`config.mk`:
```
export PLATFORM = sky130hd
export DESIGN_NAME = merge_insertion_hybrid_sorter
export DESIGN_NICKNAME = d
export VERILOG_FILES = /design/src/hdl/mihs_pkg.sv /design/src/hdl/mihs_ram.sv /design/src/hdl/merge_insertion_hybrid_sorter.sv
export SDC_FILE = /design/constraint.sdc
export NUM_CORES = 2
export LEC_CHECK = 0
export ABC_AREA = 1
export BUFFER_PORTS_ARGS = -buffer_cell sky130_fd_sc_hd__buf_2
export CAP_MARGIN = 5
export CORE_ASPECT_RATIO = 2
export CORE_MARGIN = 3
export CORE_UTILIZATION = 55
export DETAILED_ROUTE_END_ITERATION = 12
export PLACE_DENSITY = 0.7
export SYNTH_ARGS = -nofsm -noshare
export SYNTH_HDL_FRONTEND = slang
export SYNTH_SLANG_ARGS = --single-unit
```
`constraint.sdc`:
```
create_clock -name clk -period 9.34 [get_ports clk]
set_input_delay 0.467 -clock clk [delete_from_list [all_inputs] [get_ports clk]]
set_output_delay 0.467 -clock clk [all_outputs]
set_load 0.02 [all_outputs]
```
`src/hdl/mihs_pkg.sv`:
```
package mihs_pkg;

  localparam int unsigned CAPACITY_DEF = 64;
  localparam int unsigned VALUE_W      = 31;
  localparam int unsigned TDATA_W      = 32;

  typedef enum logic [2:0] {
    ST_IDLE,
    ST_SHIFT,
    ST_PLACE,
    ST_EREAD,
    ST_EWAIT,
    ST_EHOLD
  } state_t;

endpackage

```
`src/hdl/mihs_ram.sv`:
```
module mihs_ram #(
  parameter int unsigned WIDTH = 8,
  parameter int unsigned DEPTH = 16,
  localparam int unsigned AW = (DEPTH > 1) ? $clog2(DEPTH) : 1
) (
  input  logic             clk,
  input  logic             wr_en,
  input  logic [AW-1:0]    wr_addr,
  input  logic [WIDTH-1:0] wr_data,
  input  logic [AW-1:0]    rd_addr,
  output logic [WIDTH-1:0] rd_data
);

  logic [WIDTH-1:0] mem [DEPTH];

  // One write port and one registered read port.
  always_ff @(posedge clk) begin
    if (wr_en) begin
      mem[wr_addr] <= wr_data;
    end
    rd_data <= mem[rd_addr];
  end

endmodule

```
`src/hdl/merge_insertion_hybrid_sorter.sv`:
```
// Collects a set of values and returns it in ascending order once the
// transaction marked by in_tlast is taken. Each value is inserted into a
// sorted single-port-write RAM on arrival: every stored value greater than
// it is moved up one slot, each in turn, and the value is written into the
// freed slot. The first value of a set is written directly, and a value
// arriving while the RAM already holds CAPACITY values is dropped.
// Results are read back from the same RAM one at a time through ST_EREAD,
// ST_EWAIT and ST_EHOLD, the next only after the previous one is taken;
// out_tlast marks the last one and out_tuser flags a set in which values
// beyond CAPACITY were dropped. The input is not taken while a set is being emitted.
module merge_insertion_hybrid_sorter #(
  parameter int unsigned CAPACITY = mihs_pkg::CAPACITY_DEF,
  localparam int unsigned AW = (CAPACITY > 1) ? $clog2(CAPACITY) : 1,
  localparam int unsigned CW = $clog2(CAPACITY + 1)
) (
  input  logic        clk,
  input  logic        rst_n,
  input  logic        in_tvalid,
  output logic        in_tready,
  input  logic [31:0] in_tdata,   // [30:0] value, [31] zero fill
  input  logic        in_tlast,
  output logic        out_tvalid,
  input  logic        out_tready,
  output logic [31:0] out_tdata,  // [30:0] sorted_value, [31] zero fill
  output logic        out_tlast,
  output logic        out_tuser   // [0] overflow
);

  localparam int unsigned VW = mihs_pkg::VALUE_W;

  mihs_pkg::state_t state_r, state_nxt;
  logic [CW-1:0] count_r, count_nxt;
  logic          drop_r, drop_nxt;
  logic          setlast_r, setlast_nxt;
  logic [AW-1:0] j_r, j_nxt;
  logic [VW-1:0] key_r, key_nxt;
  logic [AW-1:0] e_r, e_nxt;
  logic [VW-1:0] odata_r, odata_nxt;
  logic          olast_r, olast_nxt;

  logic          wr_en;
  logic [AW-1:0] wr_addr, rd_addr;
  logic [VW-1:0] wr_data, rd_data;
  logic          in_acc;

  mihs_ram #(.WIDTH(VW), .DEPTH(CAPACITY)) u_store (
    .clk(clk), .wr_en(wr_en), .wr_addr(wr_addr), .wr_data(wr_data),
    .rd_addr(rd_addr), .rd_data(rd_data)
  );

  assign in_tready  = (state_r == mihs_pkg::ST_IDLE);
  assign in_acc     = in_tvalid && in_tready;
  assign out_tvalid = (state_r == mihs_pkg::ST_EHOLD);
  assign out_tdata  = {1'b0, odata_r};
  assign out_tlast  = olast_r;
  assign out_tuser  = drop_r;

  // Insertion walk, readback and output sequencing.
  always_comb begin
    state_nxt   = state_r;
    count_nxt   = count_r;
    drop_nxt    = drop_r;
    setlast_nxt = setlast_r;
    j_nxt       = j_r;
    key_nxt     = key_r;
    e_nxt       = e_r;
    odata_nxt   = odata_r;
    olast_nxt   = olast_r;
    wr_en       = 1'b0;
    wr_addr     = j_r + AW'(1);
    wr_data     = key_r;
    rd_addr     = j_r;
    unique case (state_r)
      mihs_pkg::ST_IDLE: begin
        e_nxt = '0;
        if (in_acc) begin
          setlast_nxt = in_tlast;
          key_nxt     = in_tdata[VW-1:0];
          if (count_r == CW'(CAPACITY)) begin
            drop_nxt = 1'b1;
            if (in_tlast) state_nxt = mihs_pkg::ST_EREAD;
          end else if (count_r == '0) begin
            wr_en     = 1'b1;
            wr_addr   = '0;
            wr_data   = in_tdata[VW-1:0];
            count_nxt = CW'(1);
            if (in_tlast) state_nxt = mihs_pkg::ST_EREAD;
          end else begin
            rd_addr   = AW'(count_r - CW'(1));
            j_nxt     = AW'(count_r - CW'(1));
            state_nxt = mihs_pkg::ST_SHIFT;
          end
        end
      end
      mihs_pkg::ST_SHIFT: begin
        wr_en = 1'b1;
        if (rd_data > key_r) begin
          // Move the larger value up one slot and look further down.
          wr_data = rd_data;
          if (j_r == '0) begin
            state_nxt = mihs_pkg::ST_PLACE;
          end else begin
            rd_addr = j_r - AW'(1);
            j_nxt   = j_r - AW'(1);
          end
        end else begin
          count_nxt = count_r + CW'(1);
          state_nxt = setlast_r ? mihs_pkg::ST_EREAD : mihs_pkg::ST_IDLE;
        end
      end
      mihs_pkg::ST_PLACE: begin
        wr_en     = 1'b1;
        wr_addr   = '0;
        count_nxt = count_r + CW'(1);
        state_nxt = setlast_r ? mihs_pkg::ST_EREAD : mihs_pkg::ST_IDLE;
      end
      mihs_pkg::ST_EREAD: begin
        rd_addr   = e_r;
        state_nxt = mihs_pkg::ST_EWAIT;
      end
      mihs_pkg::ST_EWAIT: begin
        odata_nxt = rd_data;
        olast_nxt = (CW'(e_r) == count_r - CW'(1));
        state_nxt = mihs_pkg::ST_EHOLD;
      end
      mihs_pkg::ST_EHOLD: begin
        if (out_tready) begin
          if (olast_r) begin
            count_nxt = '0;
            drop_nxt  = 1'b0;
            state_nxt = mihs_pkg::ST_IDLE;
          end else begin
            e_nxt     = e_r + AW'(1);
            state_nxt = mihs_pkg::ST_EREAD;
          end
        end
      end
      default: state_nxt = mihs_pkg::ST_IDLE;
    endcase
  end

  // Control state.
  always_ff @(posedge clk) begin
    if (!rst_n) begin
      state_r <= mihs_pkg::ST_IDLE;
      count_r <= '0;
      drop_r  <= 1'b0;
    end else begin
      state_r <= state_nxt;
      count_r <= count_nxt;
      drop_r  <= drop_nxt;
    end
  end

  // Payload registers.
  always_ff @(posedge clk) begin
    setlast_r <= setlast_nxt;
    j_r       <= j_nxt;
    key_r     <= key_nxt;
    e_r       <= e_nxt;
    odata_r   <= odata_nxt;
    olast_r   <= olast_nxt;
  end

endmodule

```
---- After elaboration in Yosys (flattened, before gate mapping) ----
Memories as Yosys holds them, arrays and structs flattened. A register that Yosys moved wholly into a read port is not among the register bits.
Cells that the tools add are included.
word-level totals
  flip-flop bits (word level) ............. 87
  RAM bits ................................ 1984
  input bits .............................. 37
  output and inout port bits .............. 36
  memories kept ........................... 1
cells by class
  $add $sub $neg .......................... 5
  $lt $le $gt $ge ......................... 1
  equality and inequality tests ........... 16
  multiplexer cells ....................... 47
  reductions and logical operators ........ 13
memory list
  name         words  bits a word  rd ports  clocked after memory_dff  wr ports  line            source
  u_store.mem  64     31           1         1                         1         mihs_ram.sv:14  logic [WIDTH-1:0] mem [DEPTH];
operators with widths
  cell                                                                   number
  31-bit 2-to-1 mux                                                      4
  31-bit one-hot mux with 2 select lines                                 1
  6-bit 2-to-1 mux                                                       10
  7-bit 2-to-1 mux                                                       6
  6-bit one-hot mux with 2 select lines                                  3
  31-bit > comparator                                                    1
  7-bit one-hot mux with 4 select lines                                  1
  3-bit 2-to-1 mux                                                       7
  3-bit one-hot mux with 6 select lines                                  1
  6-bit one-hot mux with 3 select lines                                  1
  6-bit by 1-bit adder with 6-bit output, second input constant          2
  2-bit by 1-bit != test with 1-bit output, second input constant        5
  1-bit 2-to-1 mux                                                       9
  7-bit by 1-bit adder with 7-bit output, second input constant          1
  6-bit by 7-bit equality test with 1-bit output                         1
  7-bit equality test, second input constant                             1
  7-bit logical NOT                                                      1
  7-bit AND reduction                                                    1
  7-bit by 1-bit subtractor with 7-bit output, second input constant     1
  3-bit by 2-bit equality test with 1-bit output, second input constant  2
  3-bit equality test, second input constant                             2
  6-bit logical NOT                                                      1
  2-bit != test, second input constant                                   3
  3-bit AND reduction                                                    2
  12 further kinds                                                       15

---- Longest topological paths before layout ----
  word-level depth ........................ 7
  mapped depth ............................ 28
  mapped depth without buffers ............ 26

---- Hierarchy ----
A second synthesis with hierarchy kept.
unflattened totals
  cell total of the unflattened synthesis .. 7449
  area total of the unflattened synthesis .. 86325.3 µm²
modules (own cells, without submodules)
  module                         times used  cells each  area an instance (µm²)  sequential area each (µm²)
  mihs_ram                       1           6726        80462.2                 60197.7
  merge_insertion_hybrid_sorter  1           723         5863.1                  2502.4

---- Worst setup path before layout ----
OpenSTA, ideal clock, no wires.
  path type ............................... register to register
  from .................................... reg state_r[1]
  to ...................................... mem u_store.mem[0][0] in the netlist's numbering (enable)
  arrival ................................. 3.758 ns
  required time ........................... 8.921 ns
  setup slack ............................. 5.163 ns
  cell stages (with the launch flop) ...... 14
  buffers on the path ..................... 0
  clock period less this slack ............ 4.177 ns
  path through ............................ dfxtp_1 > nor2_4 > nand2_2 > nor2_4 > nand2_1 > nand2_1 > inv_1 > nand2_1 > inv_1 > nor2_1 > inv_1 > nor2_1 > nand2_1 > nor2_1
on the way
  cells in the longest elaborated chain, start to end .. 6
RTL lines
  element                                 line                                                                      source
  start, declared                         merge_insertion_hybrid_sorter.sv:31                                       mihs_pkg::state_t state_r, state_nxt;
  start signal, assigned                  merge_insertion_hybrid_sorter.sv:145                                      state_r <= mihs_pkg::ST_IDLE;
  start signal, assigned                  merge_insertion_hybrid_sorter.sv:149                                      state_r <= state_nxt;
  3-bit logical NOT                       merge_insertion_hybrid_sorter.sv:51, merge_insertion_hybrid_sorter.sv:73
  1-bit logical AND                       merge_insertion_hybrid_sorter.sv:52                                       assign in_acc = in_tvalid && in_tready;
  1-bit 2-to-1 mux                        merge_insertion_hybrid_sorter.sv:76                                       if (in_acc) begin
  1-bit one-hot mux with 2 select lines   merge_insertion_hybrid_sorter.sv:73                                       unique case (state_r)
  1-bit 2-to-1 mux                        mihs_ram.sv:18                                                            if (wr_en) begin
  1-bit 2-to-1 mux (implied by the code)  mihs_ram.sv:19                                                            mem[wr_addr] <= wr_data;
  end, declared                           mihs_ram.sv:14
Parallel ways exist; a longest one is shown, timed or not.

---- Worst setup path in the final report ----
  from .................................... reg j_r[0]
  to ...................................... reg u_store.rd_data[14] (read register of u_store.mem)
on the way
  cells in the longest elaborated chain, start to end .. 4
RTL lines
  element                                                              line                                  source
  start, declared                                                      merge_insertion_hybrid_sorter.sv:35   logic [AW-1:0] j_r, j_nxt;
  start signal, assigned                                               merge_insertion_hybrid_sorter.sv:158  j_r <= j_nxt;
  6-bit by 1-bit subtractor with 6-bit output (tied with other cells)  merge_insertion_hybrid_sorter.sv:103  rd_addr = j_r - AW'(1);
  6-bit 2-to-1 mux, on equally long branches (2 in a row)              n/a
  6-bit one-hot mux with 3 select lines (*)                            merge_insertion_hybrid_sorter.sv:73
  end, declared                                                        mihs_ram.sv:11                        output logic [WIDTH-1:0] rd_data
Mark *: on every way between the ends. The rest lies on a longest branch, timed or not.
A chain may end at the register's enable or synchronous reset.

==> metrics.cfg <==
[setup_path]
slowest_stage=buf_4
cpMostUsedCell=nand3_1
critical_path.endpoint_type=flip-flop
start_kind=flip-flop
r2r_start=j_r[0]
crit_required_ps=9910
crit_fanout=129
ff2ff_path_depth=17
critPathArrivalTime_ps=6180
crit_end=u_store.rd_data[14]
crit_chain=clkinv_1 -> ha_1 -> nand3_1 -> xor2_1 -> nand3_1 -> nand2_1 -> nand2_1 -> nand2_8 -> buf_12 -> buf_4 -> nand3b_1 -> nand3_1 -> nand3_1 -> nand3_1 -> nand3_1 -> nand3_1 -> nand2_1
startpoint=j_r[0]
crit_type=reg -> reg
r2r-end=u_store.rd_data[14]
rrSetupSlack_ps=3730
cpPeakStageDelay_ps=910

[floorplan]
die_area_mm2=0.1754
rows=213
io_pins=73
die_y_um=589.3
coreArea_mm2=0.1687
initial_utilization_pct=55.46
die_w_um=297.6

[detailed_routing]
drc_errors=0
wl_met2_um=129600
firstDrtPassIters=9
wire_per_inst_um=22.85
dr.first_iter.drc_count=6959
via_count=64080
top_layer_used=met5
antenna_left=0
wl_met3_um=18890
wl_met1_um=85890
wl_um=248700
vias_per_cell=5.887

[grt]
overflow=0
grt_max_degree=189
antenna_found_initial=2
grtUsageTotal_pct=27.76
grt_pass1_vias=62730
grt_pass1_wl_um=373200

[sta]
finalWorstPathRequiredPeriod_ps=5608
hold_viol=0
relSlewSlack_pct=20.11
whs_ps=177.5
rsz0062_at_grt=false
setup_tns_ps=0
slew_violations=0
finClkSkew_ps=40.10
period_share_pct=60.05
finalSetupViolCount=0
setup_ws_ps=3732
worst_pin_slew_ps=1198
max_freq_mhz=178.3

[synthesis]
synthCells=8592
syn_area_mm2=0.09356
synth-seq-cells=2102
synth_edf_count=2060
ys_top_cells_by_area=edfxtp_1 (66%), nand3_1 (11%), nand2_1 (5.9%)
synth.avg_cell_area_um2=10.89
ys_seq_area_share_pct=67.01
synth_async_sr_flop_share_pct=0
synth.top_cell.area_share_pct=66.11
yosys_warnings=0
ys_types=45
synth_ff_type=edfxtp_1
synth_nets=8666
yosys.area.top_type=edfxtp_1

[clock_tree]
clockBufferDepth=4
cts_tree=yes
cts-htree-levels=4
root_buffer=clkbuf_16
clock_latency_ps=820
cts_buffers=179
cts_setup_buffers=0
cts.sinks=2102
cts_hold_buf=34
clk_pin_slew_ps=70
cts_resized=0

[hold_path]
hp-start=in_tvalid
hold_path.class=in -> reg

[final_layout]
fillers=13070
drive_gt1_share_pct=6.921
area_growth_pct=9.097
final_nets=8571
final_cell_area_mm2=0.1021

[run_status]
status=complete, no violations

[place]
place_ws_ps=3999
placed_cell_area_mm2=0.09611
port_buffers=70
gp_congestion=0.9315
place_hpwl_um=141200

[run]
drv_cap=0

==> synthesized netlist by cell type (2+ instances only) <==
master	n
o221ai_1	2
ha_1	37
o21ai_0	79
a21o_1	2
xor2_1	10
o211ai_1	3
inv_2	8
nand2_4	2
a21oi_1	87
dfxtp_1	42
nor3_1	11
o21ai_1	6
nor2_1	123
buf_2	270
o2111ai_1	2
buf_1	24
buf_4	35
a211oi_1	2
nand3b_1	620
nand2_2	5
inv_1	1349
nor2_4	3
buf_6	34
nor3b_1	2
clkbuf_1	179
nand2_1	1466
edfxtp_1	2060
xnor2_1	2
nand4_1	5
o22ai_1	3
nand3_1	2104
a31oi_1	2
==> metrics by stage <==
step / util, % / std cells
2_1_floorplan: - / 8592
3_3_place_gp: 56.97 / 10530
3_5_place_dp: 56.97 / 10530
4_1_cts: 60.45 / 10880
5_1_grt: 60.51 / 10880
6_report: 60.51 / 10880
==> worst min-delay path by stage <==
| stage | to | cells after the start |
|---|---|---|
| after detailed placement | odata_r[13] | 0 |
| after CTS | state_r[0] | 5 |
| after floorplan | odata_r[0] | 0 |
| after global routing | state_r[0] | 5 |
| after global placement | odata_r[0] | 0 |
| final | state_r[1] | 5 |
==> state kept, by name, indices dropped and copies added, names as in the netlist <==
| signal | flops |
|---|---|
| count_r | 7 |
| setlast_r | 1 |
| j_r | 6 |
| e_r | 6 |
| out_tlast | 1 |
| key_r | 31 |
| out_tuser | 1 |
| u_store.mem | 1984 |
| odata_r | 31 |
| state_r | 3 |
| u_store.rd_data | 31 |
==> worst max-delay path: cells and delay by family, from the launching register on <==
kind	cells	cell delay [ps]
buffers and inverters	3	1790
xor gates and xnor gates	1	180
and+or+nand+nor	12	2070
adders and majority gates	1	380
DFF	1	600
==> layout by cell type, fill, tap and decap left out, drive strengths merged, types with 2 or more instances in the layout <==
master	count
nand3	2104
edfxtp	2060
nand2	1473
inv	1358
nand3b	620
buf	233
clkbuf	228
nor2	126
a21oi	88
o21ai	86
clkinv	64
dfxtp	42
ha	37
dlygate4sd3	34
bufinv	13
nor3	11
xor2	10
nand4	6
clkinvlp	5
o22ai	3
o211ai	3
a21o	2
xnor2	2
o221ai	2
nor3b	2
o2111ai	2
a31oi	2
a211oi	2
a22oi	2
==> logic make-up (layout without fill, tap and decap cells) <==
kind of cell | Yosys count | after routing | share of synthesized area, %
adder cells (fa/ha/maj) | 37 | 37 | 0.4948
flip-flops | 2102 | 2102 | 67.01
XOR/XNOR | 12 | 12 | 0.1123
AO/OA/AOI/OAI | 196 | 196 | 1.137
AND/OR/NAND/NOR | 4343 | 4343 | 22.83
other | 1 | 2 | 0.004008
buffers and inverters | 1901 | 1935 | 8.413
==> per-layer routing <==
| metal | GRT usage (%) | vias to the layer above |
|---|---|---|
| met1 | 31.93 | 31230 |
| met3 | 3.288 | 754 |
| met4 | 15.06 | 2 |
| met5 | 0 | - |
| li1 | - | 28980 |
| met2 | 50.41 | 3113 |
==> final cells by class <==
class,count,area (um^2),share of cell area (%)
repair buffers,267,2215,2.170
multi-input cells,4589,23700,23.22
inverters,1358,5112,5.008
clock inverters,82,737.0,0.7220
well taps,2257,2824,2.767
clock buffers,228,4786,4.689
diodes,1,2.502,0.002452
flip-flops and latches,2102,62700,61.43
Power is not shown: default switching activity piles up to over one toggle a cycle in this logic, so the estimate is an artifact.
